**src/sv/rrc_pkg.sv**
```systemverilog
// ----------------------------------------------------------------------------
// rrc_pkg
// Shared types and constants for the RR interval run counter: register
// indexes, reset values, field widths and the configuration record.
// ----------------------------------------------------------------------------
package rrc_pkg;

  localparam int TOTAL_WIDTH_DEF = 32;
  localparam int RUN_WIDTH_DEF   = 8;

  localparam int TIME_W  = 32;
  localparam int VOLT_W  = 16;
  localparam int INTV_W  = 16;
  localparam int LEN_W   = 8;
  localparam int OUT_W   = 32;
  localparam int CIDX_W  = 3;
  localparam int CDATA_W = 16;

  typedef enum logic [CIDX_W-1:0] {
    REG_VOLT_MIN      = 3'd0,
    REG_VOLT_MAX      = 3'd1,
    REG_SLOW_INTERVAL = 3'd2,
    REG_FAST_INTERVAL = 3'd3,
    REG_SLOW_RUN_LEN  = 3'd4,
    REG_FAST_RUN_LEN  = 3'd5
  } reg_index_t;

  localparam logic signed [VOLT_W-1:0] VOLT_MIN_RST      = 16'sd12;
  localparam logic signed [VOLT_W-1:0] VOLT_MAX_RST      = 16'sd16;
  localparam logic        [INTV_W-1:0] SLOW_INTERVAL_RST = 16'd120;
  localparam logic        [INTV_W-1:0] FAST_INTERVAL_RST = 16'd50;
  localparam logic        [LEN_W-1:0]  SLOW_RUN_LEN_RST  = 8'd4;
  localparam logic        [LEN_W-1:0]  FAST_RUN_LEN_RST  = 8'd8;

  typedef struct packed {
    logic signed [VOLT_W-1:0] volt_min;
    logic signed [VOLT_W-1:0] volt_max;
    logic        [INTV_W-1:0] slow_interval;
    logic        [INTV_W-1:0] fast_interval;
    logic        [LEN_W-1:0]  slow_run_len;
    logic        [LEN_W-1:0]  fast_run_len;
  } rrc_cfg_t;

endpackage

```
**src/sv/rr_interval_rate_run_counter.sv**
```systemverilog
// ----------------------------------------------------------------------------
// rr_interval_rate_run_counter
// Counts beats in slow (brady) and fast (tachy) RR interval runs.
//
// Beats enter on the in channel (func, peak_time, peak_volt) with in_valid
// and in_ready. A beat is valid when its voltage lies inside the configured
// window; each pair of consecutive valid beats gives an RR interval that
// extends or ends the slow and fast runs. func set clears all beat state
// and both totals. Every input word yields one output word carrying the
// totals after that word, on out_valid/out_ready.
// Registers are to be written on the cfg channel, which is always ready,
// only while no beat is in flight; the block itself does not enforce this.
// An accepted word sits in the input register; when it advances, the interval,
// run and total update for it is loaded into the output register.
// Throughput is one word per cycle while out_ready is high; the only loop is
// the state update. When the receiver stalls, the output register holds and
// one more word waits in the input register before in_ready falls.
// Synchronous reset restores the register defaults and clears all state.
// ----------------------------------------------------------------------------
module rr_interval_rate_run_counter
  import rrc_pkg::*;
#(
  parameter int TOTAL_WIDTH = TOTAL_WIDTH_DEF,
  parameter int RUN_WIDTH   = RUN_WIDTH_DEF
) (
  input  logic                     clk,
  input  logic                     rst,
  input  logic                     cfg_valid,
  output logic                     cfg_ready,
  input  logic [CIDX_W-1:0]        cfg_index,
  input  logic [CDATA_W-1:0]       cfg_data,
  input  logic                     in_valid,
  output logic                     in_ready,
  input  logic                     func,
  input  logic signed [TIME_W-1:0] peak_time,
  input  logic signed [VOLT_W-1:0] peak_volt,
  output logic                     out_valid,
  input  logic                     out_ready,
  output logic [OUT_W-1:0]         slow_total,
  output logic [OUT_W-1:0]         fast_total
);

  localparam int EXT_W = (TOTAL_WIDTH > OUT_W) ? TOTAL_WIDTH : OUT_W;

  rrc_cfg_t cfg;

  logic                     in_full;
  logic                     func_r;
  logic signed [TIME_W-1:0] time_r;
  logic signed [VOLT_W-1:0] volt_r;

  logic signed [TIME_W-1:0] last_time;
  logic                     last_valid;
  logic [RUN_WIDTH-1:0]     slow_run;
  logic [RUN_WIDTH-1:0]     fast_run;
  logic [TOTAL_WIDTH-1:0]   slow_sum;
  logic [TOTAL_WIDTH-1:0]   fast_sum;

  logic                     advance;
  logic                     beat_valid;
  logic                     pair_valid;
  logic signed [TIME_W:0]   interval;
  logic                     slow_hit;
  logic                     fast_hit;
  logic [RUN_WIDTH-1:0]     slow_run_next;
  logic [RUN_WIDTH-1:0]     fast_run_next;
  logic [TOTAL_WIDTH-1:0]   slow_sum_next;
  logic [TOTAL_WIDTH-1:0]   fast_sum_next;
  logic [EXT_W-1:0]         slow_ext;
  logic [EXT_W-1:0]         fast_ext;

  rrc_cfg_regs u_cfg (
    .clk       (clk),
    .rst       (rst),
    .cfg_valid (cfg_valid),
    .cfg_ready (cfg_ready),
    .cfg_index (cfg_index),
    .cfg_data  (cfg_data),
    .cfg       (cfg)
  );

  assign advance  = in_full && (!out_valid || out_ready);
  assign in_ready = !in_full || advance;

  always_comb begin
    beat_valid = (volt_r >= cfg.volt_min) && (volt_r <= cfg.volt_max);
    pair_valid = beat_valid && last_valid;
    // The interval is the exact 33-bit difference and never wraps.
    interval   = {time_r[TIME_W-1], time_r} - {last_time[TIME_W-1], last_time};
    slow_hit   = pair_valid && (interval >= $signed({17'b0, cfg.slow_interval}));
    fast_hit   = pair_valid && (interval <= $signed({17'b0, cfg.fast_interval}));
  end

  rrc_run_step #(
    .TOTAL_WIDTH (TOTAL_WIDTH),
    .RUN_WIDTH   (RUN_WIDTH)
  ) u_slow (
    .hit      (slow_hit),
    .run      (slow_run),
    .run_len  (cfg.slow_run_len),
    .sum      (slow_sum),
    .run_next (slow_run_next),
    .sum_next (slow_sum_next)
  );

  rrc_run_step #(
    .TOTAL_WIDTH (TOTAL_WIDTH),
    .RUN_WIDTH   (RUN_WIDTH)
  ) u_fast (
    .hit      (fast_hit),
    .run      (fast_run),
    .run_len  (cfg.fast_run_len),
    .sum      (fast_sum),
    .run_next (fast_run_next),
    .sum_next (fast_sum_next)
  );

  assign slow_ext = EXT_W'(slow_sum_next);
  assign fast_ext = EXT_W'(fast_sum_next);

  always_ff @(posedge clk) begin
    if (rst) begin
      in_full <= 1'b0;
    end else if (in_valid && in_ready) begin
      in_full <= 1'b1;
    end else if (advance) begin
      in_full <= 1'b0;
    end
    if (in_valid && in_ready) begin
      func_r <= func;
      time_r <= peak_time;
      volt_r <= peak_volt;
    end
  end

  always_ff @(posedge clk) begin
    if (rst) begin
      last_time  <= '0;
      last_valid <= 1'b0;
      slow_run   <= '0;
      fast_run   <= '0;
      slow_sum   <= '0;
      fast_sum   <= '0;
    end else if (advance) begin
      if (func_r) begin
        last_time  <= '0;
        last_valid <= 1'b0;
        slow_run   <= '0;
        fast_run   <= '0;
        slow_sum   <= '0;
        fast_sum   <= '0;
      end else begin
        last_time  <= time_r;
        last_valid <= beat_valid;
        slow_run   <= slow_run_next;
        fast_run   <= fast_run_next;
        slow_sum   <= slow_sum_next;
        fast_sum   <= fast_sum_next;
      end
    end
  end

  always_ff @(posedge clk) begin
    if (rst) begin
      out_valid <= 1'b0;
    end else if (advance) begin
      out_valid <= 1'b1;
    end else if (out_ready) begin
      out_valid <= 1'b0;
    end
    if (advance) begin
      slow_total <= func_r ? '0 : slow_ext[OUT_W-1:0];
      fast_total <= func_r ? '0 : fast_ext[OUT_W-1:0];
    end
  end

endmodule

```
**src/sv/rrc_cfg_regs.sv**
```systemverilog
// ----------------------------------------------------------------------------
// rrc_cfg_regs
// Configuration register file: six registers written by index over a
// valid/ready write channel that is always ready.
// ----------------------------------------------------------------------------
module rrc_cfg_regs
  import rrc_pkg::*;
(
  input  logic               clk,
  input  logic               rst,
  input  logic               cfg_valid,
  output logic               cfg_ready,
  input  logic [CIDX_W-1:0]  cfg_index,
  input  logic [CDATA_W-1:0] cfg_data,
  output rrc_cfg_t           cfg
);

  assign cfg_ready = 1'b1;

  always_ff @(posedge clk) begin
    if (rst) begin
      cfg.volt_min      <= VOLT_MIN_RST;
      cfg.volt_max      <= VOLT_MAX_RST;
      cfg.slow_interval <= SLOW_INTERVAL_RST;
      cfg.fast_interval <= FAST_INTERVAL_RST;
      cfg.slow_run_len  <= SLOW_RUN_LEN_RST;
      cfg.fast_run_len  <= FAST_RUN_LEN_RST;
    end else if (cfg_valid) begin
      case (cfg_index)
        REG_VOLT_MIN:      cfg.volt_min      <= $signed(cfg_data[VOLT_W-1:0]);
        REG_VOLT_MAX:      cfg.volt_max      <= $signed(cfg_data[VOLT_W-1:0]);
        REG_SLOW_INTERVAL: cfg.slow_interval <= cfg_data[INTV_W-1:0];
        REG_FAST_INTERVAL: cfg.fast_interval <= cfg_data[INTV_W-1:0];
        REG_SLOW_RUN_LEN:  cfg.slow_run_len  <= cfg_data[LEN_W-1:0];
        REG_FAST_RUN_LEN:  cfg.fast_run_len  <= cfg_data[LEN_W-1:0];
        default: begin
        end
      endcase
    end
  end

endmodule

```
**src/sv/rrc_run_step.sv**
```systemverilog
// ----------------------------------------------------------------------------
// rrc_run_step
// Next value of one run counter and its saturating total for one beat.
// ----------------------------------------------------------------------------
module rrc_run_step
  import rrc_pkg::*;
#(
  parameter int TOTAL_WIDTH = TOTAL_WIDTH_DEF,
  parameter int RUN_WIDTH   = RUN_WIDTH_DEF
) (
  input  logic                   hit,
  input  logic [RUN_WIDTH-1:0]   run,
  input  logic [LEN_W-1:0]       run_len,
  input  logic [TOTAL_WIDTH-1:0] sum,
  output logic [RUN_WIDTH-1:0]   run_next,
  output logic [TOTAL_WIDTH-1:0] sum_next
);

  localparam int CMP_W = (RUN_WIDTH + 1 > LEN_W) ? RUN_WIDTH + 1 : LEN_W;

  logic [RUN_WIDTH:0]     count;
  logic [CMP_W-1:0]       count_ext;
  logic [CMP_W-1:0]       len_ext;
  logic [LEN_W-1:0]       add;
  logic                   do_add;
  logic [TOTAL_WIDTH:0]   sum_wide;

  always_comb begin
    // A run that has just started is taken to be one beat long already.
    count     = ((run == '0) ? (RUN_WIDTH+1)'(1) : {1'b0, run}) + (RUN_WIDTH+1)'(1);
    count_ext = CMP_W'(count);
    len_ext   = CMP_W'(run_len);
    do_add    = (count_ext >= len_ext);
    add       = (count_ext == len_ext) ? run_len : LEN_W'(1);
    sum_wide  = {1'b0, sum} + (TOTAL_WIDTH+1)'(add);

    run_next = '0;
    sum_next = sum;
    if (hit) begin
      run_next = count[RUN_WIDTH] ? '1 : count[RUN_WIDTH-1:0];
      if (do_add) begin
        sum_next = sum_wide[TOTAL_WIDTH] ? '1 : sum_wide[TOTAL_WIDTH-1:0];
      end
    end
  end

endmodule
```
**config.mk**
```make
export PLATFORM = sky130hd
export DESIGN_NAME = rr_interval_rate_run_counter
export DESIGN_NICKNAME = d
export VERILOG_FILES = /design/src/sv/rrc_pkg.sv /design/src/sv/rr_interval_rate_run_counter.sv /design/src/sv/rrc_cfg_regs.sv /design/src/sv/rrc_run_step.sv
export SDC_FILE = /design/constraint.sdc
export NUM_CORES = 1
export LEC_CHECK = 0
export BUFFER_PORTS_ARGS = -buffer_cell sky130_fd_sc_hd__clkbuf_2
export CAP_MARGIN = 20
export CORE_AREA = 2 2 250 302
export DETAILED_ROUTE_END_ITERATION = 7
export DIE_AREA = 0 0 252 304
export GPL_TIMING_DRIVEN = 0
export HOLD_SLACK_MARGIN = 0.03
export PLACE_DENSITY_LB_ADDON = 0.08
export SLEW_MARGIN = 10
export SYNTH_ARGS = -nofsm -noshare
export SYNTH_HDL_FRONTEND = slang
export SYNTH_HIERARCHICAL = 1
export SYNTH_SLANG_ARGS = --single-unit
```
**constraint.sdc**
```tcl
create_clock -name clk -period 15 [get_ports clk]
set_input_delay 0.75 -clock clk [delete_from_list [all_inputs] [get_ports clk]]
set_output_delay 0.75 -clock clk [all_outputs]
set_load 0.005 [all_outputs]
```
Word-level counts from Yosys, hierarchy flattened --
Index checks and enable logic that the tools add are counted.
Word-level totals: bits in registers 308, output and inout bits 67, input bits 73
Cells by class: reduce and logical (&&, ||, !) cells 21, add/subtract/negate cells 5, magnitude comparators 6, eq/ne operators 7, muxes and demuxes 24
Operator list (number):
- 32-bit two-way mux | 9
- 8-bit two-way mux | 10
- 32-bit by 8-bit adder with 33-bit output | 2
- 33-bit by 17-bit >= comparator with 1-bit output | 1
- 33-bit by 17-bit less-or-equal comparator with 1-bit output | 1
- 32-bit by 32-bit subtractor with 33-bit output | 1
- 9-bit by 1-bit adder with 9-bit output (second input constant) | 2
- 9-bit by 8-bit == test with 1-bit output | 2
- 9-bit by 8-bit >= comparator with 1-bit output | 2
- 16-bit >= comparator | 1
- 16-bit less-or-equal comparator | 1
- 8-bit logical NOT | 2
- 2-bit AND reduction | 6
- 3-bit by 2-bit == test with 1-bit output (second input constant) | 2
- 3-bit == test (second input constant) | 2
- 1-bit logical AND | 6
- 1-bit two-way mux | 5
- 2-bit nonzero test | 2
- 3-bit by 1-bit == test with 1-bit output (second input constant) | 1
- 3-bit logical NOT | 1
- 1-bit logical NOT | 2
- 1-bit logical OR | 2

Depth between registers and ports, before layout --
Gate-level depths: netlist (run 1).
word-level depth 10, gate-level depth with buffers 29, mapped depth without buffers 28

By module --
The synthesis (run 1) kept the hierarchy.
By module, submodules not included:
- rr_interval_rate_run_counter | area an instance 11621.1 µm², instances 1, cells an instance 1231
- rrc_cfg_regs | area an instance 3239.4 µm², instances 1, cells an instance 296
- rrc_run_step at u_fast | area an instance 1794.2 µm², instances 1, cells an instance 256
- rrc_run_step at u_slow | area an instance 1617.8 µm², instances 1, cells an instance 238

Least setup slack after synthesis (run 1) --
No wires, ideal clock.
path type register to register, start point reg time_r[0], end point reg slow_sum[29], cell stages (with the launch flop) 29, setup slack 10.052 ns, period minus slack after synthesis 4.948 ns, buffers on the path 1, library setup time 0.071 ns, required time 14.929 ns, data arrival time 4.877 ns, cell sequence edfxtp_1 -> inv_1 -> ha_1 -> fa_1 -> nand2b_1 -> a21o_1 -> a211o_1 -> nand2_1 -> nand2_1 -> nand2_1 -> a21oi_1 -> xnor2_1 -> ha_1 -> and3_1 -> nand3_1 -> o21ai_0 -> a21o_1 -> a21oi_1 -> a31oi_1 -> nand2_1 -> nor2_1 -> nand4_2 -> or3_4 -> buf_6 -> or4_1 -> nand3_1 -> nor2b_1 -> nand2_1 -> a21oi_1
On the way: cells in the longest elaborated chain, start to end 5
RTL lines:
- start: declaration | line rr_interval_rate_run_counter.sv:49 | logic signed [TIME_W-1:0] time_r;
- start signal: assignment | line rr_interval_rate_run_counter.sv:131 | time_r <= peak_time;
- 32-bit by 32-bit subtractor with 33-bit output | line rr_interval_rate_run_counter.sv:89 | interval = {time_r[TIME_W-1], time_r} - {last_time[TIME_W-1], last_time};
- 33-bit by 17-bit >= comparator with 1-bit output | line rr_interval_rate_run_counter.sv:90 | slow_hit = pair_valid && (interval >= $signed({17'b0, cfg.slow_interval}));
- 1-bit logical AND | line rr_interval_rate_run_counter.sv:90
- named net slow_hit | line rr_interval_rate_run_counter.sv:63 | logic slow_hit;
- 32-bit two-way mux | line rrc_run_step.sv:39 | if (hit) begin
- named net slow_ext[29] | line rr_interval_rate_run_counter.sv:69 | logic [EXT_W-1:0] slow_ext;
- 32-bit two-way mux | line rr_interval_rate_run_counter.sv:145 | if (func_r) begin
- end signal: assignment | line rr_interval_rate_run_counter.sv:157 | slow_sum <= slow_sum_next;
- end: declaration | line rr_interval_rate_run_counter.sv:56 | logic [TOTAL_WIDTH-1:0] slow_sum;
The timed path passes the listed nets, and every way through them passes these cells. A chain may end at the register's enable or synchronous reset.

Final worst setup path (run 1) --
start point reg volt_r[15], end point reg slow_sum[0]
On the way: cells in the longest elaborated chain, start to end 6, elaborated cells between the ends (all ways) 7
RTL lines:
- start: declaration | line rr_interval_rate_run_counter.sv:50 | logic signed [VOLT_W-1:0] volt_r;
- start signal: assignment | line rr_interval_rate_run_counter.sv:132 | volt_r <= peak_volt;
- 16-bit >= comparator or 16-bit less-or-equal comparator (tied branches) | line rr_interval_rate_run_counter.sv:86 | beat_valid = (volt_r >= cfg.volt_min) && (volt_r <= cfg.volt_max);
- 1-bit logical AND (*) | line rr_interval_rate_run_counter.sv:86
- 1-bit logical AND (*) | line rr_interval_rate_run_counter.sv:87 | pair_valid = beat_valid && last_valid;
- 1-bit logical AND (*) | line rr_interval_rate_run_counter.sv:90
- named net slow_hit | line rr_interval_rate_run_counter.sv:63
- 32-bit two-way mux (*) | line rrc_run_step.sv:39
- named net slow_ext[0] | line rr_interval_rate_run_counter.sv:69
- 32-bit two-way mux (*) | line rr_interval_rate_run_counter.sv:145
Mark *: on every way through the listed nets, which the timed path passes. The rest lies on a longest branch.

==> impl_results.md, run 1 <==
* CTS max path bufs at 3
* FMAX at around 150 MHz
* Crit-path max cell delay at approximately 0.84 ns
* Post-synthesis sequential area ratio at about two fifths
* RePlAce Congestion at 0.7778
* Crit-path cells: ha_1, nand4_1, nor3_1, o311ai_1, nand3_1, mux2_1, a211oi_1, and2_1, or3b_1, a31oi_1, nand2_1, nor2_1, and4_1, or3b_1, nand2b_1, buf_2, nand2_1, nor2b_1, nand2_1, a21oi_1
* Total negative setup slack at 0 ns
* Synth top area share at between 20% and 30%
* Area leader, netlist: dfxtp_1
* Yosys warns at 6
* Yosys reg bits at between 300 and 400
* Global-route wire length before repair at 87,320 um
* Layout cell share with drive strength beyond 1 at between 10 and 15%
* Routed WL at ~56,000 um
* Ports at 140
* Minimum clock period at between 6 and 7 ns
* RSZ-0062 raised after global routing: false
* Setup bufs post-CTS at 0
* Final period util at between 40% and 50%
* Post-synth EDFFs at 113
* Worst-margin pin slew at 1.041 ns
* Layout fillers at approximately 7,900
* Synth top cells by count: nand2_1 (265), dfxtp_1 (195), a21oi_1 (191), inv_1 (129), ha_1 (128)
* DR vias/cell at around 4.7
* Largest net degree at the start of global routing at between 50 and 60
* Antenna cell count at 0
* Vias in the first global route at roughly 15,000
* 1st-pass router iterations at 7
* Slowest CP cell: a211oi_1
* Count leader, synth: nand2_1
* Worst hold margin at between 0.3 and 0.4 ns
* Post-route setup slack at 8.287 ns
* FF+latch area at about 7300 um^2
* DP HPWL at 42,770 um
* DR iter-0 viols at 650
* R2R Path Start: volt_r[15]$_DFFE_PP_
* Clk_skew at roughly 0.015 ns
* Final hold vios at 0
* CTS resizes at 0
* Post-route DRC violation count at 0
* Most common cell on crit path: nand2_1
* Total die area at roughly 77,000 um^2
* Largest delay share family, worst path: simple AND/OR/NAND/NOR gates
* Mapped Cells at just over 2,000
* WP data required at between 15 and 20 ns
* Post-Syn Area at between 15,000 and 20,000 um^2
* # clock sinks at 308
* Total global routing overflow at 0
* Chip width at around 250 um
* Worst EP arrival at 7.21 ns
* TritonCTS Buffers at 39
* Clock slew at reported path FFs at approximately 0.060 ns
* Final setup fails at 0
* Fraction of registers with async set/reset at 0%
* Leakage at roughly 8.4 nW
* DR vias at 14,860
* Post-route ant nets at 0
* Worst Setup SP: volt_r[15]$_DFFE_PP_
* WL/cell at 17.58 um
* Critical path depth at 20
* Std-Cell Rows at 110
* Synth Flop Type: dfxtp_1
* Max VDD drop at 0.06760 mV
* Multi-input logic area at between 9000 and 10,000 um^2
* Port Buf Inserts at 135
* Max-slew violation count at 0
* Area grow syn2layout at 17.72%
* Pwr dens at roughly 98 nW/um^2
* Capturing point of the worst reg2reg path: slow_sum[0]$_SDFFE_PP0P_
* Final instance area at around 22,000 um^2
* Max_cap viols at 0
* Clk root buf: clkbuf_16
* Top post-synthesis cells by area: dfxtp_1 (21%), edfxtp_1 (19%), ha_1 (8.8%)
* Syn Nets at 2,225
* Status: completed
* Crit Path Class: reg -> reg
* Total power at approximately 2.1 mW
* CTS tree: done
* Setup WS pre-CTS at ~8.3 ns
* GRT Total Usage at roughly 14%
* Initial Util at about a quarter
* Crit-path max FO at 10
* Unique cell type count in the Yosys netlist at between 80 and 90
* CP Launch Type: register
* Slew HR at 30.58%
* CP Capture Type: register
* # hold bufs at CTS at 0
* Nets at 2,403
* Die Ht at roughly 300 um
* Skew-Pair Late Insertion Delay at a little under 0.6 ns
* Syn_area_per_cell at about 9 um^2
* H-tree Lvls at 2
* R2r worst-path depth at 20
* R2R setup slack at 8.29 ns
* Area post-placement at between 20,000 and 25,000 um^2
* Min-delay worst type: in -> reg
* Core Box Area at 74,050 um^2
* Initial antenna violation count at 0
* Crit path to: slow_sum[0]$_SDFFE_PP0P_
* Worst Path Buf+Inv at 1
-- final cells by class --
class | count | share of cell area (%)
repair buffers | 137 | 3.339
inverters | 129 | 2.251
multi-input cells | 1479 | 46.41
flip-flops and latches | 308 | 33.92
well taps | 952 | 5.537
clock buffers | 51 | 5.031
plain buffers | 105 | 2.391
clock inverters | 21 | 1.117
-- cells in the final DEF (no fill, tap or decap), types with 74 or more instances in the layout --
cell      netlist  final
ha_1          128    128
clkbuf_1       72     78
a21oi_1       191    191
edfxtp_1      113    113
dfxtp_1       195    195
nand2b_1      103    103
nor2b_1        74     74
nand2_1       265    265
inv_1         129    129
mux2i_1        90     90
clkbuf_2        1    136
-- metal layers --
metal / routed length, um / vias up / GRT usage, %
met5: 0 / - / 0
met2: 28570 / 229 / 26.74
met3: 2046 / 79 / 2.395
met4: 1459 / 0 / 4.321
li1: - / 7498 / -
met1: 23870 / 7052 / 16.84
-- worst min path at each step --
stage / from / endpoint / slack (ns) / cells past startpoint
floorplan: last_time[10]$_SDFFE_PP0P_ / last_time[10]$_SDFFE_PP0P_ / 0.43 / 2
global placement: last_time[29]$_SDFFE_PP0P_ / last_time[29]$_SDFFE_PP0P_ / 0.44 / 2
detailed placement: last_time[12]$_SDFFE_PP0P_ / last_time[12]$_SDFFE_PP0P_ / 0.45 / 2
CTS: peak_time[1] / time_r[1]$_DFFE_PP_ / 0.30 / 1
global route: peak_time[1] / time_r[1]$_DFFE_PP_ / 0.31 / 1
finish: peak_volt[2] / volt_r[2]$_DFFE_PP_ / 0.34 / 1
-- worst reg2reg max path: stages, from the launching register on --
cell and delay (ns):
edfxtp_1 0.41, ha_1 0.36, nand4_1 0.11, nor3_1 0.43, o311ai_1 0.22, nand3_1 0.15
mux2_1 0.33, a211oi_1 0.84, and2_1 0.32, or3b_1 0.36, a31oi_1 0.44, nand2_1 0.19
nor2_1 0.43, and4_1 0.33, or3b_1 0.44, nand2b_1 0.33, buf_2 0.30, nand2_1 0.09
nor2b_1 0.31, nand2_1 0.11, a21oi_1 0.14
-- cell families after synthesis --
group | count (synthesis) | share of synthesized area [%]
xor+xnor | 57 | 2.732
flops | 308 | 39.93
mux | 104 | 5.793
fa+ha+maj | 131 | 9.093
compound gates | 391 | 13.30
buf+inv | 234 | 5.444
simple gates | 795 | 23.68
other cells | 1 | 0.02052
-- metrics by stage --
| step | instances | util, % |
|---|---|---|
| floorplan | 2021 | - |
| global placement | 3108 | 27.20 |
| detailed placement | 3110 | 27.26 |
| CTS | 3182 | 29.05 |
| global route | 3182 | 29.05 |
| finish | 3182 | 29.05 |
-- power breakdown --
| part | switching, mW | total (mW) | internal [mW] |
|---|---|---|---|
| logic | 0.144 | 0.234 | 0.0899 |
| clock network | 0.397 | 0.979 | 0.582 |
| registers | 0.0135 | 0.904 | 0.891 |
| total | 0.555 | 2.12 | 1.56 |
-- registers in the layout (all words and copies together) (netlist names) --
register    flops
u_cfg/cfg      80
fast_sum       32
fast_total     32
last_time      32
slow_sum       32
slow_total     32
time_r         32
volt_r         16
fast_run        8
slow_run        8
func_r          1
in_full         1
last_valid      1
out_valid       1
Power figures use the tool's default switching activity.
==> run 2: changes to the inputs <==
- clock period: 15 -> 6.1 ns (I/O delays scaled with it)
==> run 2 against run 1 <==
Net effect: global-route usage about the same; non-clock buffer count is 53 higher; clock power is 150% higher; total power rose by 150%; worst setup slack got worse by 7.9 ns; combinational power grew to 2.6 times the previous value; sequential cell count stayed put; routed wire length increased by 0.56%; hold slack worse by 0.28 ns; clock-buffer cell count unchanged; fmax increased by 17%; via count rose by 1.6%; highest routed layer unchanged.
==> impl_results.md, run 2 (synthesis results as in run 1) <==
* Max VDD drop at 0.1649 mV (+140%)
* Clock slew at reported path FFs at 0.06 ns (about the same)
* Final hold vios at 0 (unchanged)
* TritonCTS Buffers at 39 (unchanged)
* Largest net degree at the start of global routing at 59 (unchanged)
* Crit-path max FO at 10 (unchanged)
* Nets at 2,456 (+2.2%)
* Leakage at 8.629 nW (+3.1%)
* Worst-margin pin slew at 1.014 ns (-0.02731 ns)
* # clock sinks at 308 (unchanged)
* DR vias at 15,090 (+1.6%)
* CTS max path bufs at 3 (unchanged)
* Post-route setup slack at 0.3857 ns (-7.901 ns)
* Max-slew violation count at 0 (unchanged)
* Global-route wire length before repair at 87,550 um (+0.27%)
* RSZ-0062 raised after global routing: false
* GRT Total Usage at 14.47% (+0.033 points)
* Total power at 5.240 mW (+150%)
* Post-route ant nets at 0 (unchanged)
* Clk root buf: clkbuf_16
* Post-route DRC violation count at 0 (unchanged)
* Commonest non-fill, non-tap cell in the layout: nand2_1
* Routed WL at 56,260 um (+0.56%)
* Initial antenna violation count at 0 (unchanged)
* Most common cell on crit path: nand2_1
* DR iter-0 viols at 667 (+2.6%)
* Int Pwr at 3.868 mW (+150%)
* 1st-pass router iterations at 5 (-2)
* Setup WS pre-CTS at -0.5579 ns (-8.900 ns)
* Comb pwr share at 11.7% (+0.6 points)
* Layout cell share with drive strength beyond 1 at 12.92% (+0.81 points)
* CP Launch Type: register
* Die Ht at 304 um (unchanged)
* Worst hold margin at 0.06563 ns (-0.2790 ns)
* Crit-path max cell delay at 0.44 ns (-0.40 ns)
* Commonest non-fill, non-tap cells in the layout: nand2_1 (265), dfxtp_1 (195), a21oi_1 (190), clkbuf_2 (138), inv_1 (129)
* CTS tree: done
* Vias in the first global route at 15,390 (+0.94%)
* DP HPWL at 42,770 um (unchanged)
* DR vias/cell at 4.664 (-0.11%)
* H-tree Lvls at 2 (unchanged)
* Skew-Pair Late Insertion Delay at 0.57 ns (about the same)
* Antenna cell count at 0 (unchanged)
* Total die area at 76,610 um^2 (unchanged)
* Clk_skew at 0.01455 ns (-0.0003875 ns)
* Total global routing overflow at 0 (unchanged)
* Std-Cell Rows at 110 (unchanged)
* Port Buf Inserts at 135 (unchanged)
* CP Capture Type: register
* Final setup fails at 0 (unchanged)
* Top reg by flops: u_cfg/cfg
* Pwr dens at 236.5 nW/um^2 (+140%)
* Crit Path Class: reg -> reg
* Layout fillers at 7,828 (-0.60%)
* Max reg flops at 80 (unchanged)
* Initial Util at 24.68% (unchanged)
* Sw Pwr at 1.372 mW (+150%)
* Ports at 140 (unchanged)
* Met3 usage at 2.327% (-0.068 points)
* RePlAce Congestion at 0.7778 (unchanged)
* Min-delay worst type: in -> reg
* Chip width at 252 um (unchanged)
* Minimum clock period at 5.714 ns (-0.9987 ns)
* Clock power share at 45.8% (-0.4 points)
* Max_cap viols at 0 (unchanged)
* Total negative setup slack at 0 ns (unchanged)
* Seq pwr share at 42.4% (-0.3 points)
* Status: completed
* Worst EP arrival at 6.21 ns (-1.00 ns)
* Slew HR at 32.40% (+1.8 points)
* Area grow syn2layout at 21.27%
* Met1 Use GR at 16.88% (+0.038 points)
* WP data required at 6.59 ns (-8.91 ns)
* Net Sw Frac at 26.18% (-0.029 points)
* Slowest CP cell: or3b_1
* FMAX at 175.0 MHz (+17%)
* GR peak layer: met2
* Core Box Area at 74,050 um^2 (unchanged)
* GRT met2 Usage at 26.88% (+0.14 points)
* Final period util at 93.68% (+49 points)
* WL/cell at 17.39 um (-1.1%)
-- run 2: cell types whose count changed in the layout (fill, tap and decap cells not counted), moves of 3 or more --
cell,change
a211oi_1,-3
buf_4,+3
nor2b_1,-6
dlygate4sd3_1,+51
o21ai_1,+3
nor2b_2,+6
o21ai_0,-3
-- run 2: worst paths after layout --
check | startpoint | end | slack [ns] | depth (start not counted)
setup / recovery | time_r[0]$_DFFE_PP_ | slow_sum[0]$_SDFFE_PP0P_ | 0.39 | 28
hold / removal | cfg_data[6] | u_cfg/cfg[38]$_SDFFE_PP1P_ | 0.07 | 3
setup reg to reg | time_r[0]$_DFFE_PP_ | slow_sum[0]$_SDFFE_PP0P_ | 0.39 | 28
hold reg to reg | last_time[12]$_SDFFE_PP0P_ | last_time[12]$_SDFFE_PP0P_ | 0.45 | 2
-- run 2: final cells by class --
class / count / area (um^2) / area share, %
inverters: 129 / 484.2 / 2.185
plain buffers: 105 / 523.0 / 2.360
clock inverters: 21 / 240.2 / 1.084
clock buffers: 51 / 1082 / 4.884
multi-input cells: 1479 / 10100 / 45.57
well taps: 952 / 1191 / 5.375
repair buffers: 190 / 1244 / 5.613
flip-flops and latches: 308 / 7297 / 32.93
-- run 2: power by group through the flow --
stage	clock network (mW)	logic, mW	registers, mW
floorplan	0	0.375	2.26
global placement	0	0.578	2.27
detailed placement	0	0.588	2.27
CTS	2.51	0.623	2.23
global route	2.58	0.693	2.23
finish	2.40	0.615	2.22
-- run 2: timing repair --
| item | 4_1_cts | 5_1_grt |
|---|---|---|
| hold buffers | 51 | 0 |
| endpoints found under the setup margin | 91 | 109 |
| pin swaps | 1 | 3 |
| hold endpoints to repair | 51 | 0 |
| resized for setup | 8 | 29 |
| buffers inserted | 1 | 1 |
-- run 2: metrics by stage --
step	area [um^2]	std cells	utilization, %
2_1_floorplan	18270	2021	-
3_5_place_dp	20190	3110	27.26
6_report	22160	3235	29.93
5_1_grt	22160	3235	29.93
3_3_place_gp	20140	3108	27.20
4_1_cts	22060	3234	29.80
-- run 2: critical path, delay by kind of cell (launching register included) --
kind / cells / cell delay, ns
flip-flops: 1 / 0.32
AO/OA/AOI/OAI: 8 / 1.45
adder cells (fa/ha/maj): 3 / 0.93
buffers and inverters: 2 / 0.32
AND/OR/NAND/NOR: 14 / 2.41
XOR/XNOR: 1 / 0.20
-- run 2: layer usage --
layer / share of wire, % / routed length (um)
met4: 2.5 / 1413
met2: 51 / 28840
met3: 3.7 / 2070
met5: 0 / 0
met1: 43 / 23940
